$ cat src/u8vd_pkg.sv
// Package for the UTF-8 validating decoder.
// Holds the word types, status codes and decode constants shared by all modules.
// Depends on nothing.
package u8vd_pkg;

	localparam int MAX_CODEPOINTS = 64;
	localparam int CNT_W = $clog2(MAX_CODEPOINTS + 1);
	localparam int QUEUE_DEPTH = 2;
	localparam int QPTR_W = (QUEUE_DEPTH > 1) ? $clog2(QUEUE_DEPTH) : 1;
	localparam int QCNT_W = $clog2(QUEUE_DEPTH + 1);

	localparam logic [20:0] CP_MAX = 21'h10FFFF;
	localparam logic [20:0] SURR_LO = 21'h00D800;
	localparam logic [20:0] SURR_HI = 21'h00DFFF;
	localparam logic [20:0] MIN_CP [4] = '{21'h0, 21'h80, 21'h800, 21'h10000};

	typedef enum logic [2:0] {
		ST_OK = 3'd0,
		ST_BAD_LEAD = 3'd1,
		ST_BAD_CONT = 3'd2,
		ST_INVALID = 3'd3,
		ST_TOO_MANY = 3'd4,
		ST_TRUNCATED = 3'd5
	} status_t;

	typedef struct packed {
		logic [7:0] text_byte;
		logic       last_byte;
	} text_t;

	typedef struct packed {
		logic [20:0] codepoint;
		status_t     status;
		logic [6:0]  cp_count;
		logic        end_of_text;
	} result_t;

	// A byte classified both as a possible lead and as a possible continuation.
	typedef struct packed {
		logic       lead_ok;
		logic [1:0] lead_len;
		logic [6:0] lead_bits;
		logic       cont_ok;
		logic [5:0] cont_bits;
		logic       last;
	} class_t;

	typedef struct packed {
		logic [1:0]       pend;
		logic [1:0]       cls;
		logic [20:0]      part;
		logic [CNT_W-1:0] count;
		logic             disc;
	} bk_state_t;

endpackage

$ cat src/u8vd_front.sv
// Front end of the UTF-8 validating decoder: input handshake and byte classification.
// Depends on u8vd_pkg.
module u8vd_front import u8vd_pkg::*; (
	input  logic   text_valid,
	output logic   text_ready,
	input  text_t  text,
	input  logic   q_full,
	output logic   q_push,
	output class_t q_item
);

	always_comb begin
		q_item = '0;
		q_item.last = text.last_byte;
		q_item.cont_ok = (text.text_byte[7:6] == 2'b10);
		q_item.cont_bits = text.text_byte[5:0];
		if (text.text_byte[7] == 1'b0) begin
			q_item.lead_ok = 1'b1;
			q_item.lead_len = 2'd0;
			q_item.lead_bits = text.text_byte[6:0];
		end else if (text.text_byte[7:5] == 3'b110) begin
			q_item.lead_ok = 1'b1;
			q_item.lead_len = 2'd1;
			q_item.lead_bits = {2'b00, text.text_byte[4:0]};
		end else if (text.text_byte[7:4] == 4'b1110) begin
			q_item.lead_ok = 1'b1;
			q_item.lead_len = 2'd2;
			q_item.lead_bits = {3'b000, text.text_byte[3:0]};
		end else if (text.text_byte[7:3] == 5'b11110) begin
			q_item.lead_ok = 1'b1;
			q_item.lead_len = 2'd3;
			q_item.lead_bits = {4'b0000, text.text_byte[2:0]};
		end
	end

	assign text_ready = !q_full;
	assign q_push = text_valid && !q_full;

endmodule

$ cat src/u8vd_queue.sv
// Short queue that decouples the classifier from the decode back end.
// Depends on u8vd_pkg.
module u8vd_queue import u8vd_pkg::*; (
	input  logic   clk,
	input  logic   arst_n,
	input  logic   push,
	input  class_t push_item,
	input  logic   pop,
	output logic   full,
	output logic   not_empty,
	output class_t head
);

	class_t            mem_q [QUEUE_DEPTH];
	logic [QPTR_W-1:0] wr_ptr_q;
	logic [QPTR_W-1:0] rd_ptr_q;
	logic [QCNT_W-1:0] cnt_q;
	logic              do_pop;

	assign full = (cnt_q == QCNT_W'(QUEUE_DEPTH));
	assign not_empty = (cnt_q != '0);
	assign do_pop = pop && not_empty;
	assign head = mem_q[rd_ptr_q];

	always_ff @(posedge clk) begin
		if (push) begin
			mem_q[wr_ptr_q] <= push_item;
		end
	end

	always_ff @(posedge clk or negedge arst_n) begin
		if (!arst_n) begin
			wr_ptr_q <= '0;
			rd_ptr_q <= '0;
			cnt_q <= '0;
		end else begin
			if (push) begin
				wr_ptr_q <= (wr_ptr_q == QPTR_W'(QUEUE_DEPTH - 1)) ? '0 : QPTR_W'(wr_ptr_q + 1'b1);
			end
			if (do_pop) begin
				rd_ptr_q <= (rd_ptr_q == QPTR_W'(QUEUE_DEPTH - 1)) ? '0 : QPTR_W'(rd_ptr_q + 1'b1);
			end
			if (push && !do_pop) begin
				cnt_q <= QCNT_W'(cnt_q + 1'b1);
			end else if (do_pop && !push) begin
				cnt_q <= QCNT_W'(cnt_q - 1'b1);
			end
		end
	end

endmodule

$ cat src/u8vd_back.sv
// Back end of the UTF-8 validating decoder: sequence assembly, validation, counting
// and the registered result word. Depends on u8vd_pkg.
module u8vd_back import u8vd_pkg::*; (
	input  logic    clk,
	input  logic    arst_n,
	input  logic    q_not_empty,
	input  class_t  q_head,
	output logic    q_pop,
	output logic    result_valid,
	input  logic    result_ready,
	output result_t result
);

	bk_state_t st_q;
	bk_state_t st_nxt;
	result_t   res_q;
	result_t   res_nxt;
	logic      res_valid_q;
	logic      emit;
	logic      err;
	status_t   err_code;
	logic [20:0] cp;

	assign q_pop = q_not_empty && (!res_valid_q || result_ready);

	always_comb begin
		st_nxt = st_q;
		res_nxt = '0;
		emit = 1'b0;
		err = 1'b0;
		err_code = ST_OK;
		cp = st_q.part;
		if (st_q.disc) begin
			if (q_head.last) begin
				st_nxt = '0;
			end
		end else begin
			if (st_q.pend == 2'd0) begin
				if (!q_head.lead_ok) begin
					err = 1'b1;
					err_code = ST_BAD_LEAD;
				end else begin
					st_nxt.part = 21'(q_head.lead_bits);
					st_nxt.cls = q_head.lead_len;
					st_nxt.pend = q_head.lead_len;
				end
			end else if (!q_head.cont_ok) begin
				err = 1'b1;
				err_code = ST_BAD_CONT;
			end else begin
				st_nxt.part = {st_q.part[14:0], q_head.cont_bits};
				st_nxt.pend = st_q.pend - 2'd1;
			end
			cp = st_nxt.part;
			if (!err) begin
				if (st_nxt.pend != 2'd0) begin
					if (q_head.last) begin
						err = 1'b1;
						err_code = ST_TRUNCATED;
					end
				end else if (cp < MIN_CP[st_nxt.cls] || cp > CP_MAX
						|| (cp >= SURR_LO && cp <= SURR_HI)) begin
					err = 1'b1;
					err_code = ST_INVALID;
				end else if (st_q.count >= CNT_W'(MAX_CODEPOINTS)) begin
					err = 1'b1;
					err_code = ST_TOO_MANY;
				end else begin
					emit = 1'b1;
					res_nxt.codepoint = cp;
					res_nxt.status = ST_OK;
					res_nxt.cp_count = 7'(CNT_W'(st_q.count + 1'b1));
					res_nxt.end_of_text = q_head.last;
					st_nxt.count = CNT_W'(st_q.count + 1'b1);
					st_nxt.part = '0;
					st_nxt.cls = '0;
					if (q_head.last) begin
						st_nxt = '0;
					end
				end
			end
			if (err) begin
				emit = 1'b1;
				res_nxt.codepoint = '0;
				res_nxt.status = err_code;
				res_nxt.cp_count = 7'(st_q.count);
				res_nxt.end_of_text = 1'b1;
				st_nxt.pend = '0;
				st_nxt.cls = '0;
				st_nxt.part = '0;
				st_nxt.disc = 1'b1;
				if (q_head.last) begin
					st_nxt = '0;
				end
			end
		end
	end

	always_ff @(posedge clk or negedge arst_n) begin
		if (!arst_n) begin
			st_q <= '0;
			res_valid_q <= 1'b0;
		end else begin
			if (q_pop) begin
				st_q <= st_nxt;
				res_valid_q <= emit;
			end else if (result_ready) begin
				res_valid_q <= 1'b0;
			end
		end
	end

	always_ff @(posedge clk) begin
		if (q_pop && emit) begin
			res_q <= res_nxt;
		end
	end

	assign result_valid = res_valid_q;
	assign result = res_q;

`ifndef SYNTHESIS
	a_err_ends_text: assert property (@(posedge clk) disable iff (!arst_n)
		result_valid && result.status != ST_OK |-> result.end_of_text && result.codepoint == '0)
		else $error("error word without end of text or with a codepoint");
	a_ok_in_range: assert property (@(posedge clk) disable iff (!arst_n)
		result_valid && result.status == ST_OK |-> result.codepoint <= CP_MAX)
		else $error("accepted codepoint out of range");
	a_count_bound: assert property (@(posedge clk) disable iff (!arst_n)
		st_q.count <= CNT_W'(MAX_CODEPOINTS))
		else $error("codepoint count above limit");
	a_disc_idle: assert property (@(posedge clk) disable iff (!arst_n)
		st_q.disc |-> st_q.pend == 2'd0 && st_q.part == '0)
		else $error("pending sequence while discarding");
	a_pop_fresh: assert property (@(posedge clk) disable iff (!arst_n)
		q_pop && emit |=> result_valid)
		else $error("result word lost after pop");
`endif

endmodule

$ cat src/utf8_validating_decoder.sv
// Top level of the UTF-8 validating decoder.
// Instantiates u8vd_front, u8vd_queue and u8vd_back; depends on u8vd_pkg.

// Decodes one UTF-8 byte per word into Unicode scalars, one result word per
// completed scalar and one error word (end_of_text set) for any fault, after which
// bytes are dropped through the next word flagged last. The block sustains one byte
// per cycle while result words are taken: the back end updates its sequence state
// once per byte. An accepted byte is written into the queue, and when the back end
// pops it, any result word it causes is registered in the result register and
// offered from there. A two-word queue sits between the classifier and the back end,
// and the result sits in its own register. While a result waits, the queue takes
// up to two more bytes before the input stalls.
module utf8_validating_decoder import u8vd_pkg::*; (
	input  logic    clk,
	input  logic    arst_n,
	input  logic    text_valid,
	output logic    text_ready,
	input  text_t   text,
	output logic    result_valid,
	input  logic    result_ready,
	output result_t result
);

	logic   q_full;
	logic   q_push;
	logic   q_pop;
	logic   q_not_empty;
	class_t q_in;
	class_t q_head;

	u8vd_front u_front (
		.text_valid (text_valid),
		.text_ready (text_ready),
		.text       (text),
		.q_full     (q_full),
		.q_push     (q_push),
		.q_item     (q_in)
	);

	u8vd_queue u_queue (
		.clk       (clk),
		.arst_n    (arst_n),
		.push      (q_push),
		.push_item (q_in),
		.pop       (q_pop),
		.full      (q_full),
		.not_empty (q_not_empty),
		.head      (q_head)
	);

	u8vd_back u_back (
		.clk          (clk),
		.arst_n       (arst_n),
		.q_not_empty  (q_not_empty),
		.q_head       (q_head),
		.q_pop        (q_pop),
		.result_valid (result_valid),
		.result_ready (result_ready),
		.result       (result)
	);

endmodule

$ cat config.mk
export PLATFORM = sky130hd
export DESIGN_NAME = utf8_validating_decoder
export DESIGN_NICKNAME = d
export VERILOG_FILES = /design/src/u8vd_pkg.sv /design/src/u8vd_front.sv /design/src/u8vd_queue.sv /design/src/u8vd_back.sv /design/src/utf8_validating_decoder.sv
export SDC_FILE = /design/constraint.sdc
export NUM_CORES = 1
export LEC_CHECK = 0
export BUFFER_PORTS_ARGS = -buffer_cell sky130_fd_sc_hd__buf_4
export CAP_MARGIN = 20
export CORE_UTILIZATION = 54
export CTS_CLUSTER_SIZE = 12
export DETAILED_ROUTE_END_ITERATION = 16
export HOLD_SLACK_MARGIN = 0.12
export PLACE_DENSITY_LB_ADDON = 0.08
export SYNTH_ARGS = -nofsm -noshare
export SYNTH_HDL_FRONTEND = slang
export SYNTH_HIERARCHICAL = 1
export SYNTH_SLANG_ARGS = --single-unit
$ cat constraint.sdc
create_clock -name clk -period 3.1 [get_ports clk]
set_input_delay 0.31 -clock clk [delete_from_list [all_inputs] [get_ports clk]]
set_output_delay 0.31 -clock clk [all_outputs]
set_load 0.005 [all_outputs]
==> impl_metrics.csv, run 1 <==
group,metric,value,unit
status,status,"finished clean",
route,drc,0,
timing,skew,0.0136,ns
pwr,swShare,0.370,
timing,fin_setup_tns,0,ns
layout,nNetsFinal,535,
pwr,ir_drop,572,µV
timing,min_period,3.02,ns
synth,syn_nets,470,
synth,synthDistinctLibCells,70,
floorplanning,core_area,0.00977,mm²
synth,ys.flop_type,"edfxtp_1",
critical_path,critical_path.max_stage_delay,0.54,ns
critical_path,endpoint_kind,"flop",
pwr,p_per_area,938,mW/mm²
timing,fmax,331,MHz
timing,hold_violations,0,
synth,yosys_register_bits,106,
layout,fin_area,0.00640,mm²
pwr,comb_power_share,0.465,
synth,syn-mean-instance-area,12.1,µm²
synth,synthesis.instances,450,
synth,yosys_warnings,6,
place,place_area,0.00600,mm²
route,firstDrtPassIters,5,
synth,synthArstFlopShare,0.358,
layout,drive_gt1_frac,0.273,
layout,final_common_cell,"buf_4",
synth,synth_edf_count,68,
pwr,leakagePower,2.59,nW
place,preCtsSetupSlack,-0.0206,ns
timing,final_max_slew_viol_count,0,
clock_network,cts_made_buffers,9,
synth,syn_area,0.00545,mm²
place,numPortBuffers,46,
clock_network,clkTransAtPathRegs,0.10,ns
clock_network,htreeDepth,3,
clock_network,root_buffer,"clkbuf_8",
critical_path,critPathKind,"reg2reg",
route,drtIter0Drc,185,
synth,ys_seq_area_frac,0.549,
critical_path,worstPathCellList,"buf_6 > mux2_4 > nor3b_2 > a31oi_1 > ha_2 > inv_1 > o211ai_1 > o41ai_1 > nand4b_1 > buf_4 > o211ai_4 > or4_4 > o41ai_2",
clock_network,clkSinkCount,106,
timing,fin_ws,0.0802,ns
critical_path,crit_fanout,10,
critical_path,required,3.39,ns
place,place.gp.congestion,0.802,
critical_path,crit_arrival,3.31,ns
floorplanning,ios,47,
layout,nFillCells,795,
global_routing,grt-ovfl-total,0,
job,drv_cap,0,
layout,mostFrequentLayoutCells,"buf_4 (74), edfxtp_1 (68), dfrtp_1 (37)",
route,vias,3723,
clock_network,cts_tree,"yes",
route,antenna_left,0,
floorplanning,start_util,0.557,
timing,rsz0062_at_grt,"true",
route,routed_wl,11200,µm
global_routing,grt_pass1_wl,18200,µm
clock_network,clock_latency,0.39,ns
global_routing,antenna_found_initial,0,
timing,setup_viol,0,
pwr,p_int,3.78,mW
layout,post-route-util,0.655,
pwr,p_seq_frac,0.383,
pwr,clkPwrFrac,0.152,
layout,antenna_cells,0,
floorplanning,dieHeight,102,µm
clock_network,cts_buffer_depth,2,
timing,worstMarginPinSlew,0.817,ns
floorplanning,dieWidth,102,µm
route,via_per_inst,5.70,
layout,area_growth,17.5,%
pwr,p_sw,2.23,mW
global_routing,grt_start_max_net_pins,44,
hold_path,hp-class,"in2reg",
critical_path,cp-start-kind,"flop",
timing,whs,0.155,ns
route,wl_per_cell,17.1,µm
place,dp_hpwl,7750,µm
global_routing,grt_pass1_vias,3602,
critical_path,cp_slowest_cell,"or4_4",
timing,slew_headroom,0.455,
global_routing,grt.total_usage,0.235,
timing,post-route-period-util,0.974,
floorplanning,die_area,0.0105,mm²
floorplanning,num_rows,36,
[layer usage]
metal / vias up / track usage / routed length, µm
li1: 1816 / - / -
met1: 1826 / 0.316 / 5180
met2: 69 / 0.369 / 5460
met3: 12 / 0.0718 / 418
met4: 0 / 0.0703 / 143
met5: - / 0 / 0
[cell type report]
type | instances | area [µm²] | share of cell area
multi-input cells | 296 | 2260 | 0.352
flip-flops and latches | 106 | 2990 | 0.467
well taps | 133 | 166 | 0.0260
repair buffers | 86 | 717 | 0.112
inverters | 16 | 60.1 | 0.00938
clock inverters | 5 | 80.1 | 0.0125
clock buffers | 11 | 131 | 0.0205
[cells in the mapped netlist (all sizes together), types with 11 or more instances]
cell type | number | share of area
edfxtp | 68 | 0.37
dfrtp | 38 | 0.17
nand2 | 33 | 0.023
mux2i | 23 | 0.042
nor2 | 23 | 0.016
buf | 21 | 0.030
mux2 | 19 | 0.045
a21oi | 18 | 0.017
a22o | 17 | 0.027
and2 | 16 | 0.018
inv | 16 | 0.011
o21ai | 14 | 0.014
nor2b | 12 | 0.014
clkbuf | 11 | 0.0076
nand3 | 11 | 0.010
[per-stage QoR]
step           cells  total power [mW]
6_report         653              6.01
3_5_place_dp     623              5.00
2_1_floorplan    450              4.05
3_3_place_gp     623              4.94
4_1_cts          645              5.93
5_1_grt          653              6.41
[critical path: cells and delay by family, from the launching register on]
kind | cells | cell delay, ns
AO/OA/AOI/OAI | 5 | 0.72
multiplexers | 1 | 0.34
flip-flops | 1 | 0.44
buffers and inverters | 3 | 0.36
adder cells (fa/ha/maj) | 1 | 0.20
AND/OR/NAND/NOR | 3 | 0.84
[state kept, by name, summed over array words and instances, names as in the netlist]
name                 cells
u_back/st_q             33
u_back/result_valid      1
u_queue/wr_ptr_q         1
u_back/result           32
u_queue/rd_ptr_q         1
u_queue/mem_q           36
u_queue/cnt_q            2
[repair_timing]
action / in CTS / in global routing
buffers inserted: 0 / 7
setup endpoints to repair: 14 / 32
hold endpoints to repair: 48 / 2
hold buffers: 6 / 1
resized for setup: 2 / 11
pin swaps: 0 / 1
[logic make-up after synthesis]
family | share of synthesized area
AO/OA/AOI/OAI | 0.155
buffers and inverters | 0.0489
flip-flops | 0.549
XOR/XNOR | 0.00965
adder cells (fa/ha/maj) | 0.0161
multiplexers | 0.0877
AND/OR/NAND/NOR | 0.134
[path summary, 6_finish.rpt]
path,start,endpoint,slack [ns],cells past startpoint
hold / removal,text[6],u_queue/mem_q[1][6],0.16,1
setup reg to reg,u_queue/rd_ptr_q,u_back/st_q[7],0.08,13
min in group asynchronous,arst_n,u_back/st_q[2],0.43,2
max in group asynchronous,arst_n,u_queue/rd_ptr_q,2.27,2
hold reg to reg,u_queue/cnt_q[1],u_queue/cnt_q[1],0.49,1
setup / recovery,u_queue/rd_ptr_q,u_back/st_q[7],0.08,13
[power by group through the flow]
stage                     sequential (mW)  combinational [mW]  clock, mW
after floorplan                      2.30                1.75          0
after global placement               2.31                2.63          0
after detailed placement             2.33                2.67          0
after CTS                            2.30                2.68      0.944
after global routing                 2.36                3.07      0.992
final                                2.30                2.79      0.914
Note: power is estimated with default switching activity, not from simulation.
==> inputs of run 2 (changes only) <==
--- a/config.mk
+++ b/config.mk
@@ -5,6 +5,7 @@
 export SDC_FILE = /design/constraint.sdc
 export NUM_CORES = 1
 export LEC_CHECK = 0
+export ABC_AREA = 1
 export BUFFER_PORTS_ARGS = -buffer_cell sky130_fd_sc_hd__buf_4
 export CAP_MARGIN = 20
 export CORE_UTILIZATION = 54
==> run 2 against run 1 <==
  * Core utilization fell by 1.2 points
  * Via count rose by 12%
  * Synthesized cell count rose by 35%
  * Register-to-register slack improved by 0.16 ns
  * Clock skew rose by 0.0025 ns
  * Clock power fell by 7.2%
  * Global-route usage fell by 0.78 points
  * Critical path depth rose by 5
  * Sequential share of layout area rose by 0.85 points
  * Worst hold slack got worse by 0.0065 ns
  * Critical path type unchanged
  * Highest routed layer unchanged
==> impl_metrics.csv, run 2 <==
group,metric,value,unit
status,status,"finished clean",
layout,mostFrequentLayoutCells,"nand2_1 (197), edfxtp_1 (68), buf_4 (67)",
critical_path,cp-endpoint,"u_back/st_q[22]",
layout,largest_reg_flops,36,
global_routing,grt.total_usage,0.228,
clock_network,cts_tree,"yes",
route,wl_per_cell,13.9,µm
synth,synth.area.top_cells,"edfxtp_1 (38%), dfrtp_1 (18%), nand2_1 (14%)",
timing,slew_headroom,0.538,
synth,syn_nets,629,
global_routing,antenna_found_initial,0,
place,place.gp.congestion,0.854,
layout,regMostFlops,"u_queue/mem_q",
clock_network,clkTransAtPathRegs,0.12,ns
floorplanning,ios,47,
layout,final_common_cell,"nand2_1",
critical_path,critPathKind,"reg2reg",
timing,setup_viol,0,
clock_network,cts_made_buffers,9,
clock_network,root_buffer,"clkbuf_8",
timing,skew,0.0161,ns
critical_path,cp-start-kind,"flop",
route,firstDrtPassIters,5,
synth,synthDistinctLibCells,40,
critical_path,reg2regPathDepth,18,
place,dp_hpwl,7990,µm
critical_path,reg2reg_from,"u_back/st_q[31]",
critical_path,critPathLaunch,"u_back/st_q[31]",
timing,post-route-period-util,0.922,
place,numPortBuffers,46,
route,via_per_inst,5.12,
critical_path,crit_arrival,3.13,ns
pwr,ir_drop,618,µV
layout,drive_gt1_frac,0.196,
global_routing,grt_start_max_net_pins,39,
synth,syn_area,0.00542,mm²
synth,netlist_top_cells_count,"nand2_1 (202), edfxtp_1 (68), nor2_1 (63)",
job,drv_cap,0,
route,routed_wl,11200,µm
timing,whs,0.149,ns
critical_path,timing.rr.end,"u_back/st_q[22]",
synth,syn-mean-instance-area,8.90,µm²
layout,area_growth,15.9,%
timing,final_max_slew_viol_count,0,
global_routing,grt_pass1_wl,18000,µm
synth,post-synth-top-count-cell,"nand2_1",
hold_path,hp-class,"in2reg",
critical_path,crit_fanout,23,
timing,min_period,2.86,ns
floorplanning,num_rows,36,
route,drtIter0Drc,219,
timing,hold_violations,0,
critical_path,endpoint_kind,"flop",
synth,yosys_warnings,6,
floorplanning,die_area,0.0104,mm²
pwr,clkPwrFrac,0.118,
clock_network,cts_buffer_depth,2,
layout,nNetsFinal,693,
timing,fmax,350,MHz
global_routing,grt_pass1_vias,3772,
timing,worstMarginPinSlew,0.693,ns
synth,synth_edf_count,68,
layout,antenna_cells,0,
global_routing,grt-ovfl-total,0,
hold_path,holdCritStartpoint,"text[5]",
route,drc,0,
floorplanning,dieHeight,102,µm
synth,yosys_register_bits,106,
clock_network,clkSinkCount,106,
pwr,comb_power_share,0.580,
synth,ys_seq_area_frac,0.552,
layout,post-route-util,0.643,
layout,reg_top3,"u_queue/mem_q: 36 flops, u_back/st_q: 33 flops, u_back/result: 32 flops",
synth,synthesis.instances,609,
synth,ys.flop_type,"edfxtp_1",
critical_path,required,3.37,ns
pwr,p_int,3.83,mW
synth,yosys.area.top_type,"edfxtp_1",
pwr,swShare,0.466,
clock_network,clock_latency,0.39,ns
floorplanning,start_util,0.555,
synth,synthArstFlopShare,0.358,
pwr,p_seq_frac,0.302,
pwr,p_per_area,1140,mW/mm²
synth,yosysTopAreaCellShare,0.377,
floorplanning,dieWidth,102,µm
critical_path,reg2reg_slack,0.24,ns
floorplanning,core_area,0.00977,mm²
clock_network,htreeDepth,3,
pwr,p_sw,3.34,mW
pwr,leakagePower,2.96,nW
route,antenna_left,0,
route,vias,4156,
[run 2: cell families after synthesis]
kind of cell,after synthesis,share of synthesized area
xor gates and xnor gates,6,0.00969
DFF,106,0.552
AOI/OAI and AO/OA,53,0.0628
and+or+nand+nor,350,0.281
buffers and inverters,87,0.0789
adders and majority gates,7,0.0162
[run 2: worst min-delay path by stage]
stage                           to  slack, ns  cells past startpoint
4_1_cts        u_queue/mem_q[1][4]       0.12                      1
3_5_place_dp       u_back/st_q[21]       0.32                      1
6_report       u_queue/mem_q[0][5]       0.15                      1
2_1_floorplan  u_back/result_valid       0.01                      0
5_1_grt        u_queue/mem_q[0][5]       0.13                      1
3_3_place_gp       u_back/st_q[22]       0.32                      1
[run 2: power by group through the flow]
stage / combinational, mW / clock (mW) / sequential [mW]
6_report: 4.16 / 0.848 / 2.16
5_1_grt: 4.59 / 0.924 / 2.20
4_1_cts: 3.93 / 0.870 / 2.17
3_5_place_dp: 3.91 / 0 / 2.20
3_3_place_gp: 3.88 / 0 / 2.18
2_1_floorplan: 2.71 / 0 / 2.20
[run 2: cell type report]
| cell class | count | area [µm²] |
|---|---|---|
| clock buffers | 9 | 124 |
| clock inverters | 7 | 77.6 |
| fillers | 812 | 3490 |
| inverters | 64 | 244 |
| multi-input cells | 416 | 2070 |
| flip-flops and latches | 106 | 2990 |
| well taps | 133 | 166 |
| repair buffers | 76 | 614 |
[run 2: stage by stage]
step / cells / power [mW] / setup TNS, ns / cell area, µm² / setup WS (ns)
6_report: 811 / 7.17 / 0 / 6290 / 0.241
5_1_grt: 811 / 7.72 / -0.268 / 6290 / -0.0325
4_1_cts: 806 / 6.96 / 0 / 6180 / 0.0375
3_5_place_dp: 785 / 6.10 / 0 / 5930 / 0.107
3_3_place_gp: 785 / 6.06 / 0 / 5930 / 0.0655
2_1_floorplan: 609 / 4.91 / 0 / 5430 / 0.318
[run 2: critical path: stages (launching register included)]
cell      delay [ns]
dfrtp_1         0.43
inv_1           0.15
ha_1            0.22
nand2_2         0.10
o21ai_2         0.19
nand2_1         0.14
ha_4            0.30
inv_1           0.05
o21bai_1        0.13
inv_1           0.05
nand2_1         0.07
nor2_1          0.06
nand2_2         0.10
nand3_2         0.11
nor2_4          0.20
nor2_2          0.05
buf_4           0.23
nand3b_1        0.11
nand2_1         0.05
[run 2: repair_timing]
| action | CTS | global route |
|---|---|---|
| endpoints found under the setup margin | 0 | 63 |
| endpoints found under the hold margin | 46 | 2 |
| setup buffers | 0 | 4 |
| gates resized for setup | 0 | 16 |
| hold buffers | 5 | 1 |
[run 2: per-layer routing]
layer	GRT usage	share of wire	vias to the layer above	wire [µm]
met4	0.0758	0.017	0	195
met5	0	0	-	0
met2	0.373	0.49	122	5530
li1	-	-	2101	-
met3	0.0472	0.049	14	549
met1	0.304	0.44	1919	4970
